==> config.mk <==
export PLATFORM = sky130hd
export DESIGN_NAME = moving_average_filter_flat
export DESIGN_NICKNAME = d
export VERILOG_FILES = /design/src/design/maf_pkg.sv /design/src/design/maf_in_if.sv /design/src/design/maf_out_if.sv /design/src/design/moving_average_filter.sv /design/src/design/maf_ring.sv /design/src/design/maf_div.sv /design/src/flat_wrapper.sv
export VERILOG_INCLUDE_DIRS = /design/src /design/src/design
export SDC_FILE = /design/constraint.sdc
export NUM_CORES = 1
export LEC_CHECK = 0
export ABC_AREA = 1
export BUFFER_PORTS_ARGS = -buffer_cell sky130_fd_sc_hd__buf_2
export CAP_MARGIN = 10
export CORE_UTILIZATION = 33
export DETAILED_ROUTE_END_ITERATION = 8
export PLACE_DENSITY = 0.54
export SYNTH_ARGS = -nofsm -noshare
export SYNTH_HDL_FRONTEND = slang
export SYNTH_SLANG_ARGS = --single-unit
==> constraint.sdc <==
create_clock -name clk_i -period 10.4 [get_ports clk_i]
set_input_delay 2.08 -clock clk_i [delete_from_list [all_inputs] [get_ports clk_i]]
set_output_delay 2.08 -clock clk_i [all_outputs]
set_load 0.05 [all_outputs]
==> src/design/moving_average_filter_assert.svh <==
// Assertion macros used by the moving average filter top level.
`ifndef MOVING_AVERAGE_FILTER_ASSERT_SVH
`define MOVING_AVERAGE_FILTER_ASSERT_SVH

// Same-cycle implication, sampled on clk_i, off during reset.
`define MAF_ASSERT_NOW(lbl, ante, cons, msg) \
  lbl: assert property (@(posedge clk_i) disable iff (!rst_ni) (ante) |-> (cons)) \
    else $error(msg);

// Next-cycle implication, sampled on clk_i, off during reset.
`define MAF_ASSERT_NEXT(lbl, ante, cons, msg) \
  lbl: assert property (@(posedge clk_i) disable iff (!rst_ni) (ante) |=> (cons)) \
    else $error(msg);

`endif

==> src/design/maf_pkg.sv <==
// Shared constants, types and structs of the moving average filter.
package maf_pkg;

  // Ring depth; kept a power of two so slot arithmetic wraps for free.
  localparam int MaxWindow  = 64;
  localparam int SampleBits = 16;
  localparam int CfgW       = 7;

  localparam int SlotW   = $clog2(MaxWindow);
  localparam int CountW  = $clog2(MaxWindow + 1);
  localparam int SumW    = SampleBits + SlotW;
  localparam int DivW    = SumW + 1;
  localparam int DvsW    = CountW + 1;
  localparam int DivCntW = $clog2(DivW + 1);

  typedef logic signed [SampleBits-1:0] sample_t;
  typedef logic signed [SumW-1:0]       sum_t;
  typedef logic [SlotW-1:0]             slot_t;
  typedef logic [CountW-1:0]            count_t;
  typedef logic [DivW-1:0]              dividend_t;
  typedef logic [DvsW-1:0]              divisor_t;

  typedef struct packed {
    logic      start;
    dividend_t dividend;
    divisor_t  divisor;
  } div_req_t;

  typedef struct packed {
    logic busy;
    logic valid;
  } div_stat_t;

endpackage

==> src/design/maf_in_if.sv <==
// Input channel: sample with series marks, valid/ready handshake.
interface maf_in_if;
  import maf_pkg::*;

  logic    valid;
  logic    ready;
  sample_t sample;
  logic    first;
  logic    last;

  modport source (output valid, output sample, output first, output last, input ready);
  modport sink (input valid, input sample, input first, input last, output ready);
endinterface

==> src/design/maf_out_if.sv <==
// Output channel: rounded average with partial flag, valid/ready handshake.
interface maf_out_if;
  import maf_pkg::*;

  logic    valid;
  logic    ready;
  sample_t average;
  logic    partial;

  modport source (output valid, output average, output partial, input ready);
  modport sink (input valid, input average, input partial, output ready);
endinterface

==> src/design/moving_average_filter.sv <==
// Top level of the boxcar moving average filter.
// Each result passes ring read, sum update and the divider; a length change adds a resum of the window.
// Throughput is set by the 23-step restoring divider: a new input is taken only once the sequencer is idle.
// Items that emit no result go through transfer, ring read, and ring write with sum update.
// Reset: asynchronous, active low; clears the window, sets the length to 4.
`include "moving_average_filter_assert.svh"

module moving_average_filter (
  input  logic                     clk_i,
  input  logic                     rst_ni,
  input  logic                     cfg_we_i,
  input  logic [maf_pkg::CfgW-1:0] cfg_wdata_i,
  maf_in_if.sink                   in_i,
  maf_out_if.source                out_o
);
  import maf_pkg::*;

  // Sequencer states
  localparam logic [2:0] ST_IDLE    = 3'd0;  // wait for an input transfer
  localparam logic [2:0] ST_READ    = 3'd1;  // read the sample leaving the window
  localparam logic [2:0] ST_UPDATE  = 3'd2;  // write the new sample, update sum
  localparam logic [2:0] ST_REBUILD = 3'd3;  // resum the window from the ring
  localparam logic [2:0] ST_START   = 3'd4;  // launch the divider
  localparam logic [2:0] ST_DIVIDE  = 3'd5;  // wait for quotient, load result

  localparam logic [CfgW-1:0] LenReset = CfgW'(4);

  logic [2:0]      state_q, state_d;
  logic [CfgW-1:0] win_q, win_d;
  logic            dirty_q, dirty_d;
  slot_t           slot_q, slot_d;
  count_t          fill_q, fill_d;
  sum_t            sum_q, sum_d;
  count_t          rb_cnt_q, rb_cnt_d;
  logic            rb_pend_q, rb_pend_d;
  logic            out_valid_q, out_valid_d;

  sample_t         samp_q, samp_d;
  logic            last_q, last_d;
  count_t          n_q, n_d;
  count_t          dn_q, dn_d;
  logic            part_q, part_d;
  logic            neg_q, neg_d;
  sample_t         avg_q, avg_d;
  logic            opart_q, opart_d;

  logic            ring_we;
  slot_t           ring_raddr;
  sample_t         ring_rdata;

  div_req_t        div_req;
  dividend_t       div_quot;
  div_stat_t       div_stat;

  count_t          n_clamp;
  count_t          fill_inc;
  logic            full;
  sample_t         old_val;
  sum_t            sum_upd;
  logic [SumW-1:0] abs_sum;
  sample_t         quot_lo;
  logic            out_free;
  logic            in_xfer;

  function automatic sum_t ext(sample_t v);
    return {{(SumW-SampleBits){v[SampleBits-1]}}, v};
  endfunction

  maf_ring u_ring (
    .clk_i   (clk_i),
    .we_i    (ring_we),
    .waddr_i (slot_q),
    .wdata_i (samp_q),
    .raddr_i (ring_raddr),
    .rdata_o (ring_rdata)
  );

  maf_div u_div (
    .clk_i  (clk_i),
    .rst_ni (rst_ni),
    .req_i  (div_req),
    .quot_o (div_quot),
    .stat_o (div_stat)
  );

  // Length zero acts as one, anything above the ring depth as the depth.
  always_comb begin
    if (win_q == '0) begin
      n_clamp = count_t'(1);
    end else if (int'(win_q) > MaxWindow) begin
      n_clamp = count_t'(MaxWindow);
    end else begin
      n_clamp = count_t'(win_q);
    end
  end

  assign in_i.ready = (state_q == ST_IDLE);
  assign in_xfer    = in_i.valid && in_i.ready;
  assign out_free   = !out_valid_q || out_o.ready;

  // Fill count saturates at the ring depth.
  assign fill_inc = (int'(fill_q) < MaxWindow) ? fill_q + count_t'(1) : fill_q;
  assign full     = (fill_inc >= n_q);
  // The oldest sample drops out only once the window was already full.
  assign old_val  = (fill_q >= n_q) ? ring_rdata : '0;
  assign sum_upd  = sum_q + ext(samp_q) - ext(old_val);

  // Round to nearest, ties away from zero: (2|s| + d) / (2d), sign restored after.
  assign abs_sum          = sum_q[SumW-1] ? -sum_q : sum_q;
  assign div_req.dividend = {abs_sum, 1'b0} + DivW'(dn_q);
  assign div_req.divisor  = {dn_q, 1'b0};
  assign div_req.start    = (state_q == ST_START);
  assign quot_lo          = div_quot[SampleBits-1:0];

  always_comb begin
    state_d     = state_q;
    win_d       = win_q;
    dirty_d     = dirty_q;
    slot_d      = slot_q;
    fill_d      = fill_q;
    sum_d       = sum_q;
    rb_cnt_d    = rb_cnt_q;
    rb_pend_d   = rb_pend_q;
    out_valid_d = out_valid_q;
    samp_d      = samp_q;
    last_d      = last_q;
    n_d         = n_q;
    dn_d        = dn_q;
    part_d      = part_q;
    neg_d       = neg_q;
    avg_d       = avg_q;
    opart_d     = opart_q;
    ring_we     = 1'b0;
    ring_raddr  = slot_q;

    // Drop the held result once the sink takes it.
    if (out_valid_q && out_o.ready) begin
      out_valid_d = 1'b0;
    end

    // A new length leaves the running sum stale until the next resum.
    if (cfg_we_i) begin
      win_d   = cfg_wdata_i;
      dirty_d = 1'b1;
    end

    unique case (state_q)
      ST_IDLE: begin
        if (in_xfer) begin
          samp_d  = in_i.sample;
          last_d  = in_i.last;
          n_d     = n_clamp;
          if (in_i.first) begin
            // Start of a series: drop what the window holds.
            slot_d  = '0;
            fill_d  = '0;
            sum_d   = '0;
            dirty_d = 1'b0;
          end
          state_d = ST_READ;
        end
      end
      ST_READ: begin
        ring_raddr = slot_q - slot_t'(n_q);
        state_d    = ST_UPDATE;
      end
      ST_UPDATE: begin
        ring_we = 1'b1;
        slot_d  = slot_q + slot_t'(1);
        fill_d  = fill_inc;
        sum_d   = sum_upd;
        dn_d    = full ? n_q : fill_inc;
        part_d  = !full;
        if (!(full || last_q)) begin
          state_d = ST_IDLE;
        end else if (dirty_q) begin
          sum_d     = '0;
          rb_cnt_d  = '0;
          rb_pend_d = 1'b0;
          state_d   = ST_REBUILD;
        end else begin
          state_d = ST_START;
        end
      end
      ST_REBUILD: begin
        // Walk back from the newest sample, one ring read per cycle.
        ring_raddr = slot_q - slot_t'(rb_cnt_q + count_t'(1));
        if (rb_pend_q) begin
          sum_d = sum_q + ext(ring_rdata);
        end
        if (rb_cnt_q != dn_q) begin
          rb_cnt_d  = rb_cnt_q + count_t'(1);
          rb_pend_d = 1'b1;
        end else begin
          rb_pend_d = 1'b0;
          if (!rb_pend_q) begin
            dirty_d = 1'b0;
            state_d = ST_START;
          end
        end
      end
      ST_START: begin
        neg_d = sum_q[SumW-1];
        if (last_q) begin
          // End of a series: the divider captures its operands from the current sum as the window clears.
          slot_d  = '0;
          fill_d  = '0;
          sum_d   = '0;
          dirty_d = 1'b0;
        end
        state_d = ST_DIVIDE;
      end
      ST_DIVIDE: begin
        if (div_stat.valid && out_free) begin
          out_valid_d = 1'b1;
          avg_d       = neg_q ? -quot_lo : quot_lo;
          opart_d     = part_q;
          state_d     = ST_IDLE;
        end
      end
      default: begin
        state_d = ST_IDLE;
      end
    endcase
  end

  always_ff @(posedge clk_i or negedge rst_ni) begin
    if (!rst_ni) begin
      state_q     <= ST_IDLE;
      win_q       <= LenReset;
      dirty_q     <= 1'b0;
      slot_q      <= '0;
      fill_q      <= '0;
      sum_q       <= '0;
      rb_cnt_q    <= '0;
      rb_pend_q   <= 1'b0;
      out_valid_q <= 1'b0;
    end else begin
      state_q     <= state_d;
      win_q       <= win_d;
      dirty_q     <= dirty_d;
      slot_q      <= slot_d;
      fill_q      <= fill_d;
      sum_q       <= sum_d;
      rb_cnt_q    <= rb_cnt_d;
      rb_pend_q   <= rb_pend_d;
      out_valid_q <= out_valid_d;
    end
  end

  always_ff @(posedge clk_i) begin
    samp_q  <= samp_d;
    last_q  <= last_d;
    n_q     <= n_d;
    dn_q    <= dn_d;
    part_q  <= part_d;
    neg_q   <= neg_d;
    avg_q   <= avg_d;
    opart_q <= opart_d;
  end

  assign out_o.valid   = out_valid_q;
  assign out_o.average = avg_q;
  assign out_o.partial = opart_q;

  `MAF_ASSERT_NOW(a_fill_bound, 1'b1, fill_q <= count_t'(MaxWindow), "fill count above ring depth")
  `MAF_ASSERT_NOW(a_div_idle, div_req.start, !div_stat.busy, "divider restarted while busy")
  `MAF_ASSERT_NOW(a_div_nonzero, div_req.start, div_req.divisor != '0, "divide by zero")
  `MAF_ASSERT_NEXT(a_accept_read, in_xfer, state_q == ST_READ, "transfer skipped ring read")
  `MAF_ASSERT_NOW(a_rebuild_bound, state_q == ST_REBUILD, rb_cnt_q <= dn_q, "resum overran window")
endmodule

==> src/design/maf_ring.sv <==
// Sample ring memory: one write port, one registered read port.
module maf_ring (
  input  logic            clk_i,
  input  logic            we_i,
  input  maf_pkg::slot_t  waddr_i,
  input  maf_pkg::sample_t wdata_i,
  input  maf_pkg::slot_t  raddr_i,
  output maf_pkg::sample_t rdata_o
);
  import maf_pkg::*;

  sample_t mem_q [MaxWindow];
  sample_t rdata_q;

  always_ff @(posedge clk_i) begin
    if (we_i) begin
      mem_q[waddr_i] <= wdata_i;
    end
    rdata_q <= mem_q[raddr_i];
  end

  assign rdata_o = rdata_q;
endmodule

==> src/design/maf_div.sv <==
// Restoring divider, one quotient bit per cycle.
module maf_div (
  input  logic                clk_i,
  input  logic                rst_ni,
  input  maf_pkg::div_req_t   req_i,
  output maf_pkg::dividend_t  quot_o,
  output maf_pkg::div_stat_t  stat_o
);
  import maf_pkg::*;

  divisor_t            rem_q, rem_d;
  dividend_t           quo_q, quo_d;
  divisor_t            dvs_q, dvs_d;
  logic [DivCntW-1:0]  cnt_q, cnt_d;
  logic                busy_q, busy_d;
  logic                valid_q, valid_d;
  logic [DvsW:0]       trial;
  logic [DvsW:0]       diff;

  always_comb begin
    trial   = {rem_q, quo_q[DivW-1]};
    diff    = trial - {1'b0, dvs_q};
    rem_d   = rem_q;
    quo_d   = quo_q;
    dvs_d   = dvs_q;
    cnt_d   = cnt_q;
    busy_d  = busy_q;
    valid_d = valid_q;
    if (req_i.start) begin
      rem_d   = '0;
      quo_d   = req_i.dividend;
      dvs_d   = req_i.divisor;
      cnt_d   = DivCntW'(DivW);
      busy_d  = 1'b1;
      valid_d = 1'b0;
    end else if (busy_q) begin
      // subtract when the shifted remainder covers the divisor
      if (!diff[DvsW]) begin
        rem_d = diff[DvsW-1:0];
        quo_d = {quo_q[DivW-2:0], 1'b1};
      end else begin
        rem_d = trial[DvsW-1:0];
        quo_d = {quo_q[DivW-2:0], 1'b0};
      end
      cnt_d = cnt_q - DivCntW'(1);
      if (cnt_q == DivCntW'(1)) begin
        busy_d  = 1'b0;
        valid_d = 1'b1;
      end
    end
  end

  always_ff @(posedge clk_i or negedge rst_ni) begin
    if (!rst_ni) begin
      cnt_q   <= '0;
      busy_q  <= 1'b0;
      valid_q <= 1'b0;
    end else begin
      cnt_q   <= cnt_d;
      busy_q  <= busy_d;
      valid_q <= valid_d;
    end
  end

  always_ff @(posedge clk_i) begin
    rem_q <= rem_d;
    quo_q <= quo_d;
    dvs_q <= dvs_d;
  end

  assign quot_o       = quo_q;
  assign stat_o.busy  = busy_q;
  assign stat_o.valid = valid_q;
endmodule

==> src/flat_wrapper.sv <==
// flat-port wrapper written by rule: the top's interface ports become plain ports
module moving_average_filter_flat import maf_pkg::*;
  (clk_i, rst_ni, cfg_we_i, cfg_wdata_i, in_i_valid, in_i_sample, in_i_first, in_i_last, in_i_ready, out_o_valid, out_o_average, out_o_partial, out_o_ready);
  maf_in_if in_i_i ();
  maf_out_if out_o_i ();
  input  logic clk_i;
  input  logic rst_ni;
  input  logic cfg_we_i;
  input  logic [maf_pkg::CfgW-1:0] cfg_wdata_i;
  input wire logic [$bits(in_i_i.valid)-1:0] in_i_valid;
  input wire logic [$bits(in_i_i.sample)-1:0] in_i_sample;
  input wire logic [$bits(in_i_i.first)-1:0] in_i_first;
  input wire logic [$bits(in_i_i.last)-1:0] in_i_last;
  output wire logic [$bits(in_i_i.ready)-1:0] in_i_ready;
  output wire logic [$bits(out_o_i.valid)-1:0] out_o_valid;
  output wire logic [$bits(out_o_i.average)-1:0] out_o_average;
  output wire logic [$bits(out_o_i.partial)-1:0] out_o_partial;
  input wire logic [$bits(out_o_i.ready)-1:0] out_o_ready;
  assign in_i_i.valid = in_i_valid;
  assign in_i_i.sample = in_i_sample;
  assign in_i_i.first = in_i_first;
  assign in_i_i.last = in_i_last;
  assign in_i_ready = in_i_i.ready;
  assign out_o_valid = out_o_i.valid;
  assign out_o_average = out_o_i.average;
  assign out_o_partial = out_o_i.partial;
  assign out_o_i.ready = out_o_ready;
  moving_average_filter u_core (.clk_i(clk_i), .rst_ni(rst_ni), .cfg_we_i(cfg_we_i), .cfg_wdata_i(cfg_wdata_i), .in_i(in_i_i), .out_o(out_o_i));
endmodule
==> results summary <==
The number of fillers in the final layout came out at around 16k. The clock drives 1190 sinks. The fmax came out at 175.2 MHz. The residual overflow from global routing is 0. The library cell with the largest summed area after synthesis is edfxtp_1.

On the critical path, the stage with the largest delay is an instance of o21ai_4. By area the synthesized netlist is led by edfxtp_1 62%, nor2_1 5.9%, o21ai_0 5.1%. The number of placed I/O pins came out at 49. The die outline area is 0.1625 sq mm. The die is between 400 and 500 um wide.

The power per unit of standard cell area came out at between 300 and 400 mW/mm^2. The count of cells resized by post-cts repair came out at 0. The number of nets in the synthesized netlist is 4961. The depth of the most critical reg-to-reg path came out at 17. Counting the buffers created by CTS gives 135. The register-to-register path setup slack is 4.69 ns. The worst hold path depth is 0.

The number of nets in the finished design is 5017. In the synthesized netlist the dominant register cell turns out to be edfxtp_1. STA classifies the critical path endpoint as a flip-flop. Setup repair after global routing left no endpoint under its margin.

Setup violations remaining at the end of the flow were counted as 0. The final standard cell count with taps included and fillers excluded is 7129. The area of the core came out at 0.1591 sq mm.

The count of hold buffers inserted by post-cts repair came out at 0. In this run, the number of DRC markers left after iteration 0 of detailed routing was 3673. The total power of the final layout is 19.62 mW.

Using the TritonRoute via totals, the vias-per-cell ratio works out to 5.137. The synthesized flop and latch total is 1190. The leakage power total came out at 21.46 nW.

After synthesis, the largest family of logic cells by area is simple AND/OR/NAND/NOR gates. The insertion delay to the later sink of the worst-skew pair came out at 0.76 ns. At the end of routability-driven placement, the weighted congestion stood at between 0.8 and 0.9. The XOR/XNOR share of the synthesized area came out at less than 1%.

The most critical setup path has its startpoint at u_core.state_q[2]. The synthesized netlist cell count came out at 4823. The global-route usage over all layers came out at 18.76%.

Buffers placed on the I/O ports in this run total 48. The worst pin sits at a relative slew slack of a little over a fifth. The tightest hold path in the finished design has a slack of 0.4364 ns.

The number of global-route vias before repair came out at roughly 35k. Before antenna repair, the detailed router went through 5 iterations. The count of distinct cell types in the synthesized netlist is 47. After Yosys synthesis, full adders, half adders and majority gates account for approximately 2.9% of the synthesized area. The height of the chip is 403.1 um. The share of the Yosys chip area taken by registers is 66.27%. The post-CTS repair timing setup buffer count came out at 0. In this run the clock root is driven by a clkbuf_16.

The met3 wire length came out at 9690 um. With fillers left out, the area of the finished cells amounts to 0.06015 sq mm. The met2 wire length came out at between 70000 and 80000 um. The placement row count came out at 146.

Data on the critical path is required at its endpoint by 11.09 ns. For this configuration, the core starts out at a cell density of 33.37%. In the finished design, the share of the clock period the worst path needs comes to 54.89%. The post-place instance area came out at 0.05584 sq mm. The biggest fanout along the worst timing path is 62. The hold violation total from the final report is 0. For this block, the routed nets add up to 154800 um of wire. Including well taps, the total number of placed cells is 6888. Cells with a size suffix above 1 make up 7.987% of the layout. After detailed routing, the wire length on met1 is between 60000 and 70000 um. In the final routed layout, each cell accounts on average for 21.71 um. The slew at the pin with the worst max-slew slack is ~1.2 ns.

The max-slew violation total from the final report came to 0. Following the worst setup path forward leads to its endpoint at u_core.u_ring.rdata_o[6]. Clock-pin slew was measured on the worst setup and hold paths at 0.06 ns. The topmost layer with routed signal wires is met4. The critical path goes through inv_2 > nand2_4 > nor2_1 > inv_2 > or2_2 > nand2_1 > ha_1 > fa_1 > o21ai_4 > buf_4 > buf_4 > o21ai_0 > o211ai_1 > nand3_1 > nand3_1 > nand3_1 > nand2_1. The number of antenna violations at the first check in global routing is 1. The multiplexer fraction of the synthesized cell area is 0%. The proportion of synthesized flip-flops having asynchronous set or reset is 5.210%. The global-route wire length before repair came out at 229000 um. The final antenna-violating net count came out at 0. The critical path in this run is classified as reg2reg.

The pin count of the biggest net entering global routing came out at between 150 and 200. The worst hold path belongs to the class reg2reg. By count the netlist is led by 1104 x edfxtp_1, 837 x nor2_1, 541 x o21ai_0. The arrival time of the worst setup path is 6.40 ns.

The run finished with clean final reports. The average cell area after synthesis is ~11 sq um. The layout overhead on the synthesized area is 13.30%.

TritonCTS built the clock tree. The mapped netlist covers about 0.053 sq mm. The startpoint identified for the worst register-to-register timing path is u_core.state_q[2]. The area share of the largest cell type after synthesis is 62.44%.

The fraction of the mapped netlist area in compound gates is 10.74%. The max-cap check violation count came out at 0. The cell with the most instances after synthesis is edfxtp_1.

By instance count, the cell type seen most on the critical path is nand3_1. Yosys printed 0 warnings. The final critical-path required period is 5.709 ns. The number of inserted diodes is 0. The endpoint of the most critical register-to-register path is u_core.u_ring.rdata_o[6].

The H-tree depth came out at 4. The clock passes through at most 3 buffers. Setup total negative slack on the finished layout was measured at 0 ns. Once detailed placement completed, the half-perimeter wirelength came to 91010 um. The worst stage delay on the critical path is about 0.71 ns. The area share of and/or/nand/nor cells after synthesis is 14.44%.

The worst setup path is launched from a flip-flop. The setup skew after layout came out at 0.02762 ns. The number of synthesized flops with an enable pin came out at 1104. The number of design rule violations left after detail routing is 0. The via count came out at 36.63k. VDD sags by at most 0.2915 mV.
[registers in the layout (all words and copies together) (netlist names), 3 cells and up]
signal                 count
u_core.fill_q              7
u_core.n_q                 7
u_core.u_div.rem_q         8
u_core.u_div.cnt_q         5
u_core.sum_q              22
u_core.slot_q              6
u_core.u_div.quot_o       23
u_core.rb_cnt_q            7
u_core.samp_q             16
u_core.out_o.average      16
u_core.u_ring.rdata_o     16
u_core.dn_q                7
u_core.state_q             3
u_core.u_ring.mem_q     1024
u_core.win_q               7
u_core.u_div.dvs_q         7
[worst min-delay path by stage]
stage                     slack [ns]              endpoint          start
after CTS                       0.43  u_core.out_o.partial  u_core.part_q
final                           0.44  u_core.out_o.partial  u_core.part_q
after global placement          0.41  u_core.out_o.partial  u_core.part_q
after global routing            0.45  u_core.out_o.partial  u_core.part_q
after detailed placement        0.42  u_core.out_o.partial  u_core.part_q
after floorplan                 0.40  u_core.out_o.partial  u_core.part_q
[where the power goes]
group          total [mW]  switching [mW]  internal (mW)
Combinational        8.94            6.47           2.47
Sequential           6.00           0.299           5.70
Clock                4.69            1.99           2.70
[worst max-delay path, delay by kind of cell (launching register included)]
| family | cells | cell delay [ns] |
|---|---|---|
| flops | 1 | 0.43 |
| fa+ha+maj | 2 | 0.66 |
| simple gates | 8 | 1.54 |
| compound gates | 3 | 1.19 |
| buf+inv | 4 | 1.66 |
[layout make-up]
class / instances / area [sq um] / share of cell area (%)
clock buffer: 169 / 3558 / 5.916
clock inverter: 72 / 749.5 / 1.246
inverter: 354 / 1341 / 2.230
multi-input combinational: 3038 / 15500 / 25.77
sequential: 1190 / 35190 / 58.49
tap: 2146 / 2685 / 4.464
timing repair buffer: 160 / 1131 / 1.880
[stage by stage]
stage | setup WS (ns) | utilization, %
floorplan | 6.543 | -
global placement | 4.673 | 35.10
detailed placement | 4.685 | 35.10
CTS | 4.657 | 37.80
global route | 4.438 | 37.80
finish | 4.691 | 37.80
[cells in the final DEF, fill, tap and decap left out, drive strengths merged, types with 8 or more instances in the layout]
cell and count:
edfxtp 1104, nor2 838, o21ai 624, nand2 531
nand3 409, inv 362, o211ai 188, clkbuf 169
buf 160, a21oi 152, ha 83, dfrtp 61
clkinv 51, xor2 34, nor3 27, xnor2 25
fa 25, dfxtp 24, nand4 17, nand3b 17
a31oi 11, a21o 10, bufinv 10, o21a 9
or2 8
[metal layers]
layer	GRT usage, %	vias to the layer above
met5	0	-
met4	6.391	0
met3	3.173	201
met2	29.96	1141
met1	25.82	18145
li1	-	17138
[kinds of logic after synthesis]
kind of cell	Yosys count
AOI/OAI and AO/OA	1018
xor gates and xnor gates	59
adders and majority gates	108
buffers and inverters	595
DFF	1190
and+or+nand+nor	1853
Note: power is estimated with default switching activity, not from simulation.
